`config.mk`:
```
export PLATFORM = sky130hd
export DESIGN_NAME = hill_cipher_block_transform
export DESIGN_NICKNAME = d
export VERILOG_FILES = /design/src/rtl/hcbt_pkg.sv /design/src/rtl/hill_cipher_block_transform.sv
export SDC_FILE = /design/constraint.sdc
export NUM_CORES = 1
export LEC_CHECK = 0
export ABC_AREA = 1
export BUFFER_PORTS_ARGS = -buffer_cell sky130_fd_sc_hd__buf_2
export CAP_MARGIN = 25
export CORE_MARGIN = 5
export CORE_UTILIZATION = 58
export CTS_CLUSTER_SIZE = 40
export DETAILED_ROUTE_END_ITERATION = 12
export PLACE_DENSITY = 0.93
export SETUP_SLACK_MARGIN = 0.02
export SKIP_CTS_REPAIR_TIMING = 1
export SYNTH_ARGS = -nofsm -noshare
export SYNTH_HDL_FRONTEND = slang
export SYNTH_SLANG_ARGS = --single-unit
```
`constraint.sdc`:
```
create_clock -name clk -period 7.3 [get_ports clk]
set_clock_uncertainty 0.15 [all_clocks]
set_input_delay 1.095 -clock clk [delete_from_list [all_inputs] [get_ports clk]]
set_output_delay 1.095 -clock clk [all_outputs]
set_load 0.02 [all_outputs]
```
`src/rtl/hcbt_pkg.sv`:
```
// Shared types and constants for the Hill cipher block transform.
// No dependencies; imported by hill_cipher_block_transform.
`default_nettype none

package hcbt_pkg;

  // sequencer states
  typedef enum logic [1:0] {
    ST_IDLE,
    ST_MAC,
    ST_RED,
    ST_EMIT
  } hcbt_state_t;

  localparam int KEY_DIM   = 3;               // key is always stored as 3x3
  localparam int KEY_W     = 5;               // bits per key entry
  localparam int KEY_ENT   = KEY_DIM * KEY_DIM;
  localparam int KEYMAT_W  = KEY_W * KEY_ENT; // 45
  localparam int LET_W     = 5;               // letter value 0..25
  localparam int ACC_W     = 12;              // row sum up to 3*31*25
  localparam int MUL_W     = 2 * ACC_W;
  localparam int QUO_W     = 7;               // sum / 26 up to 89
  localparam int RECIP_SH  = 16;

  localparam logic [ACC_W-1:0] RECIP26  = 12'd2521; // ceil(2^16 / 26)
  localparam logic [LET_W-1:0] PAD_LET  = 5'd23;    // 'x'
  localparam logic [6:0]       BASE_LC  = 7'd97;    // 'a'
  localparam logic [7:0]       UC_FIRST = 8'd65;
  localparam logic [7:0]       UC_LAST  = 8'd90;
  localparam logic [7:0]       LC_FIRST = 8'd97;
  localparam logic [7:0]       LC_LAST  = 8'd122;

  // register map, decoded on paddr[3]
  localparam logic REG_BLOCK_SIZE = 1'b0;
  localparam logic REG_KEY_MATRIX = 1'b1;

  localparam logic [1:0]          BLOCK_SIZE_RST = 2'd2;

endpackage

`default_nettype wire

```
`src/rtl/hill_cipher_block_transform.sv`:
```
// Hill cipher block transform: letter intake, MAC sequencer, APB registers.
// Depends on hcbt_pkg.
`default_nettype none

// Text bytes come in one beat at a time. Non-letters are dropped, capitals
// are folded, and each letter is kept as 0..25 until a block of n letters
// (n = block_size, clamped to 1..MAX_DIM) is full. A full block, or a
// partial block on end_of_text (padded with 'x'), is sent out as n beats:
// row j is sum_k key[j][k]*letter[k] mod 26, as lowercase ASCII, with
// last_of_run on the last row and message_done on the last row of the
// message. A byte that completes no block is accepted without a stall.
// A byte that flushes a block starts the sequencer: one shared 12x12
// multiplier does every key*letter product of a row in turn, then
// reuses itself for the reciprocal step of the mod 26, and a last
// state per row loads the output register once the output side can
// take it. in_stall is high for the whole flush.
// Registers: block_size at byte 0x0 (2 bits, reset 2), key_matrix at 0x8
// (45 bits, reset 0, entry j*3+k at bits 5*(j*3+k)). Write them only while
// the block is idle.
module hill_cipher_block_transform
  import hcbt_pkg::*;
#(
  parameter int MAX_DIM = 3
) (
  input  wire logic        clk,
  input  wire logic        rst,
  // input beats
  input  wire logic        in_valid,
  output logic             in_stall,
  input  wire logic [7:0]  raw_char,
  input  wire logic        end_of_text,
  // output beats
  output logic             out_valid,
  input  wire logic        out_stall,
  output logic [6:0]       cipher_char,
  output logic             last_of_run,
  output logic             message_done,
  // APB config port
  input  wire logic        psel,
  input  wire logic        penable,
  input  wire logic        pwrite,
  input  wire logic [3:0]  paddr,
  input  wire logic [63:0] pwdata,
  output logic [63:0]      prdata,
  output logic             pready
);

  localparam logic [1:0] DIM_MAX = 2'(MAX_DIM);

  // ---------------- config registers ----------------
  logic [1:0]          block_size;
  logic [KEYMAT_W-1:0] key_matrix;
  logic                cfg_wr;

  assign pready = 1'b1;
  assign cfg_wr = psel && penable && pwrite;

  always_ff @(posedge clk) begin
    if (rst) begin
      block_size <= BLOCK_SIZE_RST;
      key_matrix <= '0;
    end else if (cfg_wr) begin
      if (paddr[3] == REG_KEY_MATRIX) begin
        key_matrix <= pwdata[KEYMAT_W-1:0];
      end else begin
        block_size <= pwdata[1:0];
      end
    end
  end

  always_comb begin
    if (paddr[3] == REG_KEY_MATRIX) begin
      prdata = {{(64-KEYMAT_W){1'b0}}, key_matrix};
    end else begin
      prdata = {62'd0, block_size};
    end
  end

  // effective dimension, clamped to 1..MAX_DIM
  logic [1:0] dim;
  always_comb begin
    if (block_size == 2'd0) begin
      dim = 2'd1;
    end else if (block_size > DIM_MAX) begin
      dim = DIM_MAX;
    end else begin
      dim = block_size;
    end
  end

  // ---------------- state ----------------
  hcbt_state_t         state, state_next;
  logic [LET_W-1:0]    letter_buffer [MAX_DIM];
  logic [LET_W-1:0]    letter_buffer_next [MAX_DIM];
  logic [1:0]          fill_count, fill_count_next;
  logic [1:0]          row, row_next;      // j
  logic [1:0]          col, col_next;      // k
  logic [ACC_W-1:0]    acc, acc_next;
  logic [QUO_W-1:0]    quo, quo_next;
  logic [1:0]          run_dim, run_dim_next;
  logic                run_eot, run_eot_next;
  logic                out_load;

  // ---------------- intake decode ----------------
  logic             is_upper, is_lower, is_letter;
  logic [LET_W-1:0] let_val;
  logic             wr_letter;
  logic [1:0]       fill_after;
  logic             flush;
  logic             pad_on;

  always_comb begin
    is_upper  = (raw_char >= UC_FIRST) && (raw_char <= UC_LAST);
    is_lower  = (raw_char >= LC_FIRST) && (raw_char <= LC_LAST);
    is_letter = is_upper || is_lower;
    if (is_lower) begin
      let_val = LET_W'(raw_char - LC_FIRST);
    end else begin
      let_val = LET_W'(raw_char - UC_FIRST);
    end
    wr_letter  = is_letter && (fill_count < dim);
    fill_after = fill_count + {1'b0, wr_letter};
    pad_on     = end_of_text && (fill_after != 2'd0);
    // stale count after n was lowered: flush only on a letter or end of text
    if (is_letter) begin
      flush = (fill_after >= dim) || pad_on;
    end else begin
      flush = ((fill_count >= dim) && end_of_text) || pad_on;
    end
  end

  // ---------------- shared multiplier ----------------
  logic [KEY_W-1:0] key_sel;
  logic [LET_W-1:0] let_sel;
  logic [3:0]       key_pos;
  logic [ACC_W-1:0] mul_a, mul_b;
  logic [MUL_W-1:0] mul_p;

  always_comb begin
    key_pos = {1'b0, row, 1'b0} + {2'b00, row} + {2'b00, col};
    key_sel = '0;
    for (int e = 0; e < KEY_ENT; e++) begin
      if (key_pos == 4'(e)) key_sel = key_matrix[KEY_W*e +: KEY_W];
    end
    let_sel = '0;
    for (int i = 0; i < MAX_DIM; i++) begin
      if (col == 2'(i)) let_sel = letter_buffer[i];
    end
  end

  // MAC: key * letter; reduce: acc * ceil(2^16/26)
  always_comb begin
    if (state == ST_RED) begin
      mul_a = acc;
      mul_b = RECIP26;
    end else begin
      mul_a = {{(ACC_W-KEY_W){1'b0}}, key_sel};
      mul_b = {{(ACC_W-LET_W){1'b0}}, let_sel};
    end
    mul_p = mul_a * mul_b;
  end

  // remainder: acc - 26*q
  logic [ACC_W-1:0] q26;
  logic [ACC_W-1:0] rem_full;
  assign q26      = {1'b0, quo, 4'b0} + {2'b0, quo, 3'b0} + {4'b0, quo, 1'b0};
  assign rem_full = acc - q26;

  // ---------------- sequencer ----------------
  always_ff @(posedge clk) begin
    if (rst) begin
      state      <= ST_IDLE;
      fill_count <= '0;
    end else begin
      state      <= state_next;
      fill_count <= fill_count_next;
    end
  end

  always_ff @(posedge clk) begin
    letter_buffer <= letter_buffer_next;
    row           <= row_next;
    col           <= col_next;
    acc           <= acc_next;
    quo           <= quo_next;
    run_dim       <= run_dim_next;
    run_eot       <= run_eot_next;
  end

  always_comb begin
    state_next         = state;
    fill_count_next    = fill_count;
    letter_buffer_next = letter_buffer;
    row_next           = row;
    col_next           = col;
    acc_next           = acc;
    quo_next           = quo;
    run_dim_next       = run_dim;
    run_eot_next       = run_eot;
    out_load           = 1'b0;
    in_stall           = 1'b1;

    unique case (state)
      ST_IDLE: begin
        in_stall = 1'b0;
        if (in_valid) begin
          for (int i = 0; i < MAX_DIM; i++) begin
            if (wr_letter && (fill_count == 2'(i))) begin
              letter_buffer_next[i] = let_val;
            end else if (pad_on && (2'(i) >= fill_after) && (2'(i) < dim)) begin
              letter_buffer_next[i] = PAD_LET;
            end
          end
          if (flush) begin
            fill_count_next = '0;
            run_dim_next    = dim;
            run_eot_next    = end_of_text;
            row_next        = '0;
            col_next        = '0;
            acc_next        = '0;
            state_next      = ST_MAC;
          end else begin
            fill_count_next = fill_after;
          end
        end
      end

      ST_MAC: begin
        acc_next = acc + mul_p[ACC_W-1:0];
        if (col == run_dim - 2'd1) begin
          state_next = ST_RED;
        end else begin
          col_next = col + 2'd1;
        end
      end

      ST_RED: begin
        quo_next   = mul_p[RECIP_SH +: QUO_W];
        state_next = ST_EMIT;
      end

      ST_EMIT: begin
        if (!out_valid || !out_stall) begin
          out_load = 1'b1;
          if (row == run_dim - 2'd1) begin
            state_next = ST_IDLE;
          end else begin
            row_next   = row + 2'd1;
            col_next   = '0;
            acc_next   = '0;
            state_next = ST_MAC;
          end
        end
      end

      default: state_next = ST_IDLE;
    endcase
  end

  // ---------------- output register ----------------
  always_ff @(posedge clk) begin
    if (rst) begin
      out_valid <= 1'b0;
    end else if (out_load) begin
      out_valid <= 1'b1;
    end else if (!out_stall) begin
      out_valid <= 1'b0;
    end
  end

  always_ff @(posedge clk) begin
    if (out_load) begin
      cipher_char  <= BASE_LC + {2'b00, rem_full[LET_W-1:0]};
      last_of_run  <= (row == run_dim - 2'd1);
      message_done <= (row == run_dim - 2'd1) && run_eot;
    end
  end

endmodule

`default_nettype wire

```
Word-level counts from Yosys, hierarchy flattened
Index checks and enable logic that the tools add are counted.
{"block": "totals", "ff_bits": 99, "out_inout_bits": 76, "elab_cells": 166}
{"block": "op_classes", "n_addsub": 13, "n_mul": 1, "order_cmp": 14, "eq_ne": 24, "n_mux": 51, "bitwise_logic": 1, "reduce_logical": 45}
{"operator": "two-way mux 5 bit", "n": 19}
{"operator": "two-way mux 12 bit", "n": 6}
{"operator": "two-way mux 45 bit", "n": 1}
{"operator": "one-hot mux 12 bit (3 select lines)", "n": 1}
{"operator": "two-way mux 2 bit", "n": 14}
{"operator": "multiplier 12 x 12 -> 20 bit", "n": 1}
{"operator": "logical AND 1 bit", "n": 17}
{"operator": "equality test 4 x 3 -> 1 bit (second input constant)", "n": 4}
{"operator": ">= comparator 8 x 7 -> 1 bit (second input constant)", "n": 2}
{"operator": "less-or-equal comparator 8 x 7 -> 1 bit (second input constant)", "n": 2}
{"operator": "adder 12 bit", "n": 1}
{"operator": "!= test 2 bit (second input constant)", "n": 6}
{"operator": "AND reduction 3 bit", "n": 4}
{"operator": "adder 5 bit", "n": 2}
{"operator": "AND reduction 5 bit", "n": 2}
{"operator": "nonzero test 2 bit", "n": 5}
{"operator": "subtractor 5 x 1 -> 5 bit (second input constant)", "n": 2}
{"operator": "equality test 2 bit (second input constant)", "n": 4}
{"operator": "equality test 4 x 2 -> 1 bit (second input constant)", "n": 2}
{"operator": "zero test 2 bit", "n": 4}
{"operator": "one-hot mux 2 bit (4 select lines)", "n": 1}
{"operator": "adder 6 x 6 -> 7 bit (first input constant)", "n": 1}
{"operator": "two-way mux 1 bit", "n": 7}
{"operator": "equality test 2 x 1 -> 1 bit (second input constant)", "n": 3}
{"operator": "other kinds (27)", "n": 38}

Depth between registers and ports, before layout
Gate-level depths: netlist of run 1.
{"block": "depth", "word_depth": 16, "ltp_mapped": 38, "ltp_nobuf": 38}

Worst setup path after synthesis of run 1
OpenSTA, ideal clock, no wires.
{"block": "synth_path", "path_kind": "register to register", "start": "register row[0]", "end": "register acc[11] (data pin)", "t_arrival_ps": 6314, "required_time_ps": 6897, "path_slack_ps": 583, "stages_incl_launch_ff": 34, "path_buffers": 0, "path_cell_list": "edfxtp_1 -> inv_1 -> fa_1 -> inv_1 -> ha_1 -> fa_1 -> nand2_2 -> nor2_4 -> inv_2 -> or2_0 -> nand2_1 -> nand4_2 -> nand2_2 -> a21oi_1 -> ha_1 -> ha_1 -> fa_1 -> inv_1 -> fa_1 -> fa_1 -> inv_1 -> ha_1 -> a21oi_1 -> nand2_1 -> nand3_1 -> nand2_1 -> xor2_1 -> ha_1 -> nand4_1 -> nand3b_1 -> o2111ai_1 -> nand2_1 -> nand2_1 -> nor2_1"}
{"block": "synth_via", "elab_chain_len": 16, "word_cells_on_any_way": 24}
{"element": "start: declaration", "line_no": "hill_cipher_block_transform.sv:96", "rtl": "logic [1:0] row, row_next;"}
{"element": "start signal: assignment", "line_no": "hill_cipher_block_transform.sv:182", "rtl": "row <= row_next;"}
{"element": "adder 3 x 2 -> 4 bit (*)", "line_no": "hill_cipher_block_transform.sv:140", "rtl": "key_pos = {1'b0, row, 1'b0} + {2'b00, row} + {2'b00, col};"}
{"element": "adder 4 x 2 -> 4 bit (*)", "line_no": "hill_cipher_block_transform.sv:140"}
{"element": "zero test 4 bit", "line_no": "hill_cipher_block_transform.sv:143", "rtl": "if (key_pos == 4'(e)) key_sel = key_matrix[KEY_W*e +: KEY_W];"}
{"element": "two-way mux 5 bit (8 in a row)", "line_no": "hill_cipher_block_transform.sv:143"}
{"element": "two-way mux 5 bit (*)", "line_no": "hill_cipher_block_transform.sv:143"}
{"element": "two-way mux 12 bit (*)", "line_no": "hill_cipher_block_transform.sv:153", "rtl": "if (state == ST_RED) begin"}
{"element": "multiplier 12 x 12 -> 20 bit (*)", "line_no": "hill_cipher_block_transform.sv:160", "rtl": "mul_p = mul_a * mul_b;"}
{"element": "adder 12 bit (*)", "line_no": "hill_cipher_block_transform.sv:229", "rtl": "acc_next = acc + mul_p[ACC_W-1:0];"}
{"element": "one-hot mux 12 bit (3 select lines) (*)", "line_no": "hill_cipher_block_transform.sv:203", "rtl": "unique case (state)"}
{"element": "end signal: assignment", "line_no": "hill_cipher_block_transform.sv:184", "rtl": "acc <= acc_next;"}
{"element": "end: declaration", "line_no": "hill_cipher_block_transform.sv:98", "rtl": "logic [ACC_W-1:0] acc, acc_next;"}
Every way passes the cells marked *; elsewhere a longest branch is shown, timed or not.
A chain may end at the register's enable or synchronous reset.

Final worst setup path of run 1
{"block": "layout_path", "start": "register row[0]", "end": "register acc[10] (data pin)"}
The elaborated chain is that of the path after synthesis.

==> results of run 1 <==
==> per-stage QoR <==
step	setup WS [ns]	hold WS [ns]	setup TNS (ns)	util, %	std cells
after floorplan	0.5830	0.2944	0	-	1249
after global placement	0.1390	0.3064	0	64.11	1548
after detailed placement	-0.06464	0.3200	-0.06464	64.28	1549
after CTS	-0.1420	0.3340	-0.2647	66.13	1565
after global routing	-0.3438	0.3635	-1.038	68.66	1579
final	-0.2694	0.3382	-0.5483	68.66	1579
==> state kept, by name (all words and copies together) (netlist names) <==
signal and flops:
acc 12, block_size 2, cipher_char 7, col 2, fill_count 2, key_matrix 45
last_of_run 1, letter_buffer 15, message_done 1, out_valid 1, quo 4, row 2
run_dim 2, run_eot 1, state 2
==> worst min path at each step <==
stage,to,cells after the start
3_3_place_gp,key_matrix[26]$_SDFFE_PP0P_,2
4_1_cts,key_matrix[23]$_SDFFE_PP0P_,2
6_report,key_matrix[23]$_SDFFE_PP0P_,2
3_5_place_dp,key_matrix[24]$_SDFFE_PP0P_,2
5_1_grt,key_matrix[23]$_SDFFE_PP0P_,2
2_1_floorplan,key_matrix[26]$_SDFFE_PP0P_,2
==> layout make-up <==
cell class,instances,area share (%)
repair buffers,141,7.300
flip-flops and latches,99,22.57
multi-input cells,823,55.14
clock inverters,6,0.4951
well taps,216,2.487
inverters,284,9.810
clock buffers,10,2.199
==> synthesized netlist by cell type, types with 4 or more instances <==
master    instances
nand3b_1          4
xnor2_1          11
nand2_2           7
nand3_1          32
xor2_1           19
nor3_1            8
clkbuf_1         17
dfxtp_1          52
inv_1           279
fa_1             68
buf_4            20
nor2_1          133
a21oi_1          61
inv_2             5
edfxtp_1         47
nand2_1         223
nand4_1          14
ha_1            100
o21ai_0          70
o21a_1            4
==> worst max-delay path: cells and delay by family, from the launching register on <==
kind                       cells  cell delay, ns
AOI/OAI and AO/OA              6            0.97
DFF                            1            0.39
adders and majority gates      9            3.83
and+or+nand+nor               11            1.34
xor gates and xnor gates       1            0.23
buffers and inverters          6            0.40
==> cell families after synthesis <==
group | count (synthesis) | synth area share [%]
compound gates | 151 | 8.650
xor+xnor | 31 | 2.986
fa+ha+maj | 168 | 27.96
buf+inv | 327 | 13.98
flops | 99 | 26.25
other cells | 2 | 0.08037
simple gates | 439 | 20.10
==> routing by layer <==
layer	global-route usage, %	wire length (µm)
met5	0	0
met4	7.539	1397
met3	4.338	2299
met2	43.71	13190
met1	29.80	9228
==> results.cfg, run 1 <==
[critical_path]
crit_type = reg2reg
cp.arrival_ns = 7.52
worstSetupStartpointType = register
crit_path_end = acc[10]$_SDFFCE_PN0P_
required_ns = 7.25
reg2reg_slack_ns = -0.27
worstReg2RegStart = row[0]$_SDFFCE_PN0P_
reg2reg_depth = 33
r2r-end = acc[10]$_SDFFCE_PN0P_
cp-end-kind = register
startpoint = row[0]$_SDFFCE_PN0P_
path_max_fanout = 5
crit_slowest_cell = fa_1
cpPeakStageDelay_ns = 0.59

[floorplanning]
die_x_um = 136.9
initial_utilization_pct = 59.04
die_y_um = 136.9
dieArea_um2 = 18750
core_area_um2 = 15830
std_cell_rows = 46
io_pins = 160

[placed_design]
port_buffers = 117
gp_congestion = 0.9013
dpl.hpwl_um = 17730
placed_cell_area_um2 = 10170

[sta]
finalCritPeriodShare_pct = 103.7
fmax_mhz = 132.1
setup_viol = 4
hold_viol_final = 0
tightest_slew_ns = 1.192
maxSlewHeadroom_pct = 20.06
fin_ws_ns = -0.2694
final.min_clock_period_ns = 7.569
rsz0062_at_grt = yes
slew_viol_final = 0

[clock_tree]
path_clk_slew_ns = 0.08
cts_sinks = 99
root_buffer = clkbuf_16
cts_tree = yes
clock_latency_ns = 0.35
cts-buffers-inserted = 9
htree_levels = 3
clock_path_buffers = 2

[synth]
synth_edf_count = 47
yosys_warnings = 0
syn_area_um2 = 9344
yosys.area.top_type = edfxtp_1
yosysTopAreaCellShare_pct = 15.10
postSynthAreaPerCell_um2 = 7.678
synth_cell_types = 44
ys_top_cells_by_area = edfxtp_1 (15%), fa_1 (15%), ha_1 (13%)
ys_seq_area_share_pct = 26.25
ys.flop_type = dfxtp_1
synth_seq_cells = 99
synth_async_sr_flop_share_pct = 0
postSynthCellCount = 1217

[flow_run]
maxCapViolCount = 0

[drt]
viasPerCell = 5.594
wl_um = 26110
drt_drc_violations_left = 0
dr.pass1.iters = 8
drt_iter0_drc = 1219
wl_per_cell_um = 16.54
via_count = 8833
postRouteAntennaNets = 0

[layout]
final_common_cell = inv_1
finalInstanceArea_um2 = 10870
seqCellArea_um2 = 2452
fin_nets = 1610
n_antenna_cell = 0
area_growth_pct = 16.30
multi_input_area_um2 = 5992
fillCellCount = 1090
drive_gt1_share_pct = 18.12
mostFrequentLayoutCells = inv_1 (268), nand2_1 (216), nor2_1 (129)

[grt]
overflow = 0
first_global_vias = 8181
antenna_found_initial = 0
grt_pass1_wl_um = 37120
grt_max_degree = 51
grt_usage_pct = 24.40

[run_status]
violations = negative setup slack
status = finished with violations

[min_path]
min_path_type = reg2reg
hp-start = key_matrix[23]$_SDFFE_PP0P_
Power of run 1 is not shown: default switching activity piles up to over one toggle a cycle in this logic, so the estimate is an artifact.
==> run 2, diff against run 1 <==
--- a/config.mk
+++ b/config.mk
@@ -12,7 +12,7 @@
 export CORE_UTILIZATION = 58
 export CTS_CLUSTER_SIZE = 40
 export DETAILED_ROUTE_END_ITERATION = 12
-export PLACE_DENSITY = 0.93
+export PLACE_DENSITY = 0.82
 export SETUP_SLACK_MARGIN = 0.02
 export SKIP_CTS_REPAIR_TIMING = 1
 export SYNTH_ARGS = -nofsm -noshare
==> run 2 against run 1 <==
Net effect:
- the run now ends clean
- register-to-register slack improved by 0.45 ns
- first-iteration DRC count fell by 38%
- fmax increased by 6.3%
- worst setup slack better by 0.45 ns
- global-route usage shrank 0.62 points
- critical endpoint is now acc[11]$_SDFFCE_PN0P_
- sequential share of layout area rose by 0.099 points
==> results.cfg, run 2 (same netlist as run 1, synthesis figures left out) <==
[clock_tree]
root_buffer = clkbuf_16
path_clk_slew_ns = 0.07
clock_latency_ns = 0.36
cts_tree = yes
clock_path_buffers = 2
cts-buffers-inserted = 9
htree_levels = 3
cts_sinks = 99

[drt]
postRouteAntennaNets = 0
drt_iter0_drc = 754
wl_per_cell_um = 14.17
wl_um = 22390
via_count = 8222
dr.pass1.iters = 8
drt_drc_violations_left = 0
viasPerCell = 5.204

[sta]
rsz0062_at_grt = yes
slew_viol_final = 0
setup_viol = 0
hold_viol_final = 0
fmax_mhz = 140.5
maxSlewHeadroom_pct = 22.62
final.min_clock_period_ns = 7.119
fin_ws_ns = 0.1810
finalCritPeriodShare_pct = 97.52
tightest_slew_ns = 1.154

[placed_design]
dp_cells = 1555
post-place-ws_ns = 0.03543
port_buffers = 117
dpl.hpwl_um = 16970
gp_congestion = 0.9215

[critical_path]
cp-end-kind = register
worstSetupStartpointType = register
crit_cells = 36
crit_slowest_cell = fa_1
crit_path_end = acc[11]$_SDFFCE_PN0P_
startpoint = row[0]$_SDFFCE_PN0P_
r2r-end = acc[11]$_SDFFCE_PN0P_
worstReg2RegStart = row[0]$_SDFFCE_PN0P_
reg2reg_slack_ns = 0.18
cp.arrival_ns = 7.09
crit_type = reg2reg
crit_top_cell = nand2_1
path_max_fanout = 4
cpPeakStageDelay_ns = 0.54
required_ns = 7.27
reg2reg_depth = 36
crit_family = adder cells
path_buf_inv = 6

[flow_run]
maxCapViolCount = 0

[layout]
mostFrequentLayoutCells = inv_1 (271), nand2_1 (217), nor2_1 (131)
top_register = key_matrix
seqCellArea_um2 = 2452
fin_nets = 1611
largest_reg_flops = 45
multi_input_area_um2 = 5912
area_growth_pct = 15.79
fillCellCount = 1227
top_regs = key_matrix x45, letter_buffer x15, acc x12
fin_cells = 1580
final_common_cell = inv_1
n_antenna_cell = 0
drive_gt1_share_pct = 17.08

[floorplanning]
die_y_um = 136.9
initial_utilization_pct = 59.04
io_pins = 160
dieArea_um2 = 18750
std_cell_rows = 46
die_x_um = 136.9
core_area_um2 = 15830

[grt]
grt_max_degree = 51
grt_pass1_wl_um = 35790
overflow = 0
antenna_found_initial = 0
grt_usage_pct = 23.78
first_global_vias = 7870

[run_status]
status = finished clean

[min_path]
min_path_type = reg2reg
-- run 2: changes by cell type in the layout (fill, tap and decap cells not counted), moves of 3 or more --
cell and delta:
buf_4 +4, ha_1 +6, ha_4 -5, inv_1 +3
inv_2 -3, inv_6 -3
-- run 2: worst register-to-register path, delay by kind of cell (launching register included) --
family / cells / cell delay (ns)
adder cells (fa/ha/maj): 10 / 3.80
AND/OR/NAND/NOR: 18 / 1.96
flip-flops: 1 / 0.37
buffers and inverters: 6 / 0.35
XOR/XNOR: 1 / 0.16
AO/OA/AOI/OAI: 1 / 0.09
-- run 2: worst min path at each step --
stage	startpoint	to	slack [ns]	cells past startpoint
global placement	key_matrix[20]$_SDFFE_PP0P_	key_matrix[20]$_SDFFE_PP0P_	0.31	2
finish	key_matrix[20]$_SDFFE_PP0P_	key_matrix[20]$_SDFFE_PP0P_	0.32	2
detailed placement	key_matrix[20]$_SDFFE_PP0P_	key_matrix[20]$_SDFFE_PP0P_	0.31	2
global route	key_matrix[24]$_SDFFE_PP0P_	key_matrix[24]$_SDFFE_PP0P_	0.35	2
floorplan	key_matrix[26]$_SDFFE_PP0P_	key_matrix[26]$_SDFFE_PP0P_	0.29	2
CTS	key_matrix[20]$_SDFFE_PP0P_	key_matrix[20]$_SDFFE_PP0P_	0.32	2
-- run 2: layout make-up --
class                      instances  share of cell area [%]
clock buffer                      11                   2.544
multi-input combinational        823                   54.64
timing repair buffer             142                   7.147
inverter                         284                   9.853
clock inverter                     5                  0.6476
sequential                        99                   22.67
tap                              216                   2.498
-- run 2: routing by layer --
layer  wire length [µm]  vias up  track usage (%)
met5                  0        -                0
met4                616        0            6.874
met3               1434       59            3.640
met2              11200      333            40.93
met1               9141     3854            31.08
li1                   -     3976                -
-- run 2: per-stage QoR --
step                hold WS [ns]  utilization (%)  area, µm²    TNS, ns
floorplan                 0.2944                -       9464          0
global placement          0.3126            64.44      10200          0
detailed placement        0.3131            64.44      10200          0
CTS                       0.3228            66.62      10550  -0.006395
global route              0.3512            68.36      10820    -0.2799
finish                    0.3228            68.36      10820          0
Power of run 2 is left out for the same reason.
==> run 3, diff against run 2 <==
--- a/config.mk
+++ b/config.mk
@@ -8,11 +8,13 @@
 export ABC_AREA = 1
 export BUFFER_PORTS_ARGS = -buffer_cell sky130_fd_sc_hd__buf_2
 export CAP_MARGIN = 25
+export CELL_PAD_IN_SITES_DETAIL_PLACEMENT = 1
+export CELL_PAD_IN_SITES_GLOBAL_PLACEMENT = 2
 export CORE_MARGIN = 5
-export CORE_UTILIZATION = 58
+export CORE_UTILIZATION = 33
 export CTS_CLUSTER_SIZE = 40
 export DETAILED_ROUTE_END_ITERATION = 12
-export PLACE_DENSITY = 0.82
+export PLACE_DENSITY_LB_ADDON = 0.1
 export SETUP_SLACK_MARGIN = 0.02
 export SKIP_CTS_REPAIR_TIMING = 1
 export SYNTH_ARGS = -nofsm -noshare
==> run 3 against run 2 <==
Net effect:
- core utilization fell by 28 points
- worst setup slack improved by 0.11 ns
- highest routed layer unchanged
- via count fell by 4.5%
- critical path type unchanged
- non-clock buffer count rose by 17
- critical path depth fell by 2
- cell area rose by 3.4%
- die area rose by 70%
- global-route usage fell by 6.7 points
- flip-flop and latch count did not move
==> results.cfg, run 3 (same netlist as run 1, synthesis figures left out) <==
[run_status]
status = finished clean

[grt]
first_global_vias = 8262
antenna_found_initial = 0
grt_pass1_wl_um = 43180
grt_usage_pct = 17.12
overflow = 0
grt_max_degree = 51

[drt]
wl_um = 26330
postRouteAntennaNets = 0
via_count = 7855
wl_per_cell_um = 14.97
dr.pass1.iters = 5
viasPerCell = 4.466
drt_drc_violations_left = 0
drt_iter0_drc = 312

[flow_run]
maxCapViolCount = 0

[clock_tree]
root_buffer = clkbuf_16
cts_tree = yes
clock_latency_ns = 0.36
cts-buffers-inserted = 9
clock_path_buffers = 2
path_clk_slew_ns = 0.08
htree_levels = 3
cts_sinks = 99

[sta]
rsz0062_at_grt = yes
fmax_mhz = 142.7
final.min_clock_period_ns = 7.008
hold_viol_final = 0
setup_tns_ns = 0
setup_viol = 0
finalCritPeriodShare_pct = 96.00
slew_viol_final = 0
maxSlewHeadroom_pct = 36.63
tightest_slew_ns = 0.9505

[floorplanning]
dieArea_um2 = 31780
initial_utilization_pct = 33.54
core_area_um2 = 27860
io_pins = 160
die_x_um = 178.3
std_cell_rows = 61
die_y_um = 178.3

[min_path]
min_path_type = reg2reg

[layout]
n_antenna_cell = 0
finalInstanceArea_um2 = 11180
top_register = key_matrix
final_common_cell = inv_1
top_regs = key_matrix x45, letter_buffer x15, acc x12
area_growth_pct = 19.67
fin_cells = 1759
fin_nets = 1628
drive_gt1_share_pct = 18.90
largest_reg_flops = 45
mostFrequentLayoutCells = inv_1 (269), nand2_1 (217), nor2_1 (129)
seqCellArea_um2 = 2452
multi_input_area_um2 = 5981
fillCellCount = 3468

[placed_design]
port_buffers = 117
gp_congestion = 0.7761
dpl.hpwl_um = 21320
placed_cell_area_um2 = 10550
dp_cells = 1737

[critical_path]
crit_slowest_cell = fa_2
cp-end-kind = register
cpPeakStageDelay_ns = 0.64
cp.arrival_ns = 6.98
required_ns = 7.27
worstSetupStartpointType = register
path_max_fanout = 5
reg2reg_slack_ns = 0.29
crit_type = reg2reg
crit_top_cell = inv_1
[run 3: layer usage]
metal	vias to the layer above	global-route usage [%]	share of wire, %
li1	4014	-	-
met1	3735	23.89	49
met2	96	29.19	47
met3	10	2.014	3.2
met4	0	2.654	0.61
met5	-	0	0
[run 3: layout make-up]
type                            count  share of cell area, %
Multi-Input combinational cell    823                  53.49
Timing Repair Buffer              159                  8.090
Tap cell                          378                  4.230
Sequential cell                    99                  21.93
Clock inverter                      5                 0.4588
Clock buffer                       11                  2.271
Inverter                          284                  9.533
[run 3: worst max-delay path, delay by kind of cell, from the launching register on]
kind	cells	cell delay (ns)
buf+inv	7	0.38
compound gates	3	0.31
fa+ha+maj	10	3.93
simple gates	13	1.47
xor+xnor	1	0.16
flops	1	0.36
[run 3: worst paths after layout]
kind / start / cells past startpoint / end
setup / recovery: row[0]$_SDFFCE_PN0P_ / 34 / acc[11]$_SDFFCE_PN0P_
hold / removal: key_matrix[24]$_SDFFE_PP0P_ / 2 / key_matrix[24]$_SDFFE_PP0P_
setup reg to reg: row[0]$_SDFFCE_PN0P_ / 34 / acc[11]$_SDFFCE_PN0P_
hold reg to reg: key_matrix[24]$_SDFFE_PP0P_ / 2 / key_matrix[24]$_SDFFE_PP0P_
[run 3: metrics by stage]
| step | hold WS, ns | util, % | setup WS, ns |
|---|---|---|---|
| final | 0.3478 | 40.14 | 0.2919 |
| after global routing | 0.3815 | 40.14 | -0.03667 |
| after CTS | 0.3491 | 38.98 | 0.02274 |
| after detailed placement | 0.3362 | 37.88 | 0.05037 |
| after global placement | 0.3172 | 37.88 | 0.1463 |
| after floorplan | 0.2944 | - | 0.5830 |
Power of run 3 is left out for the same reason.
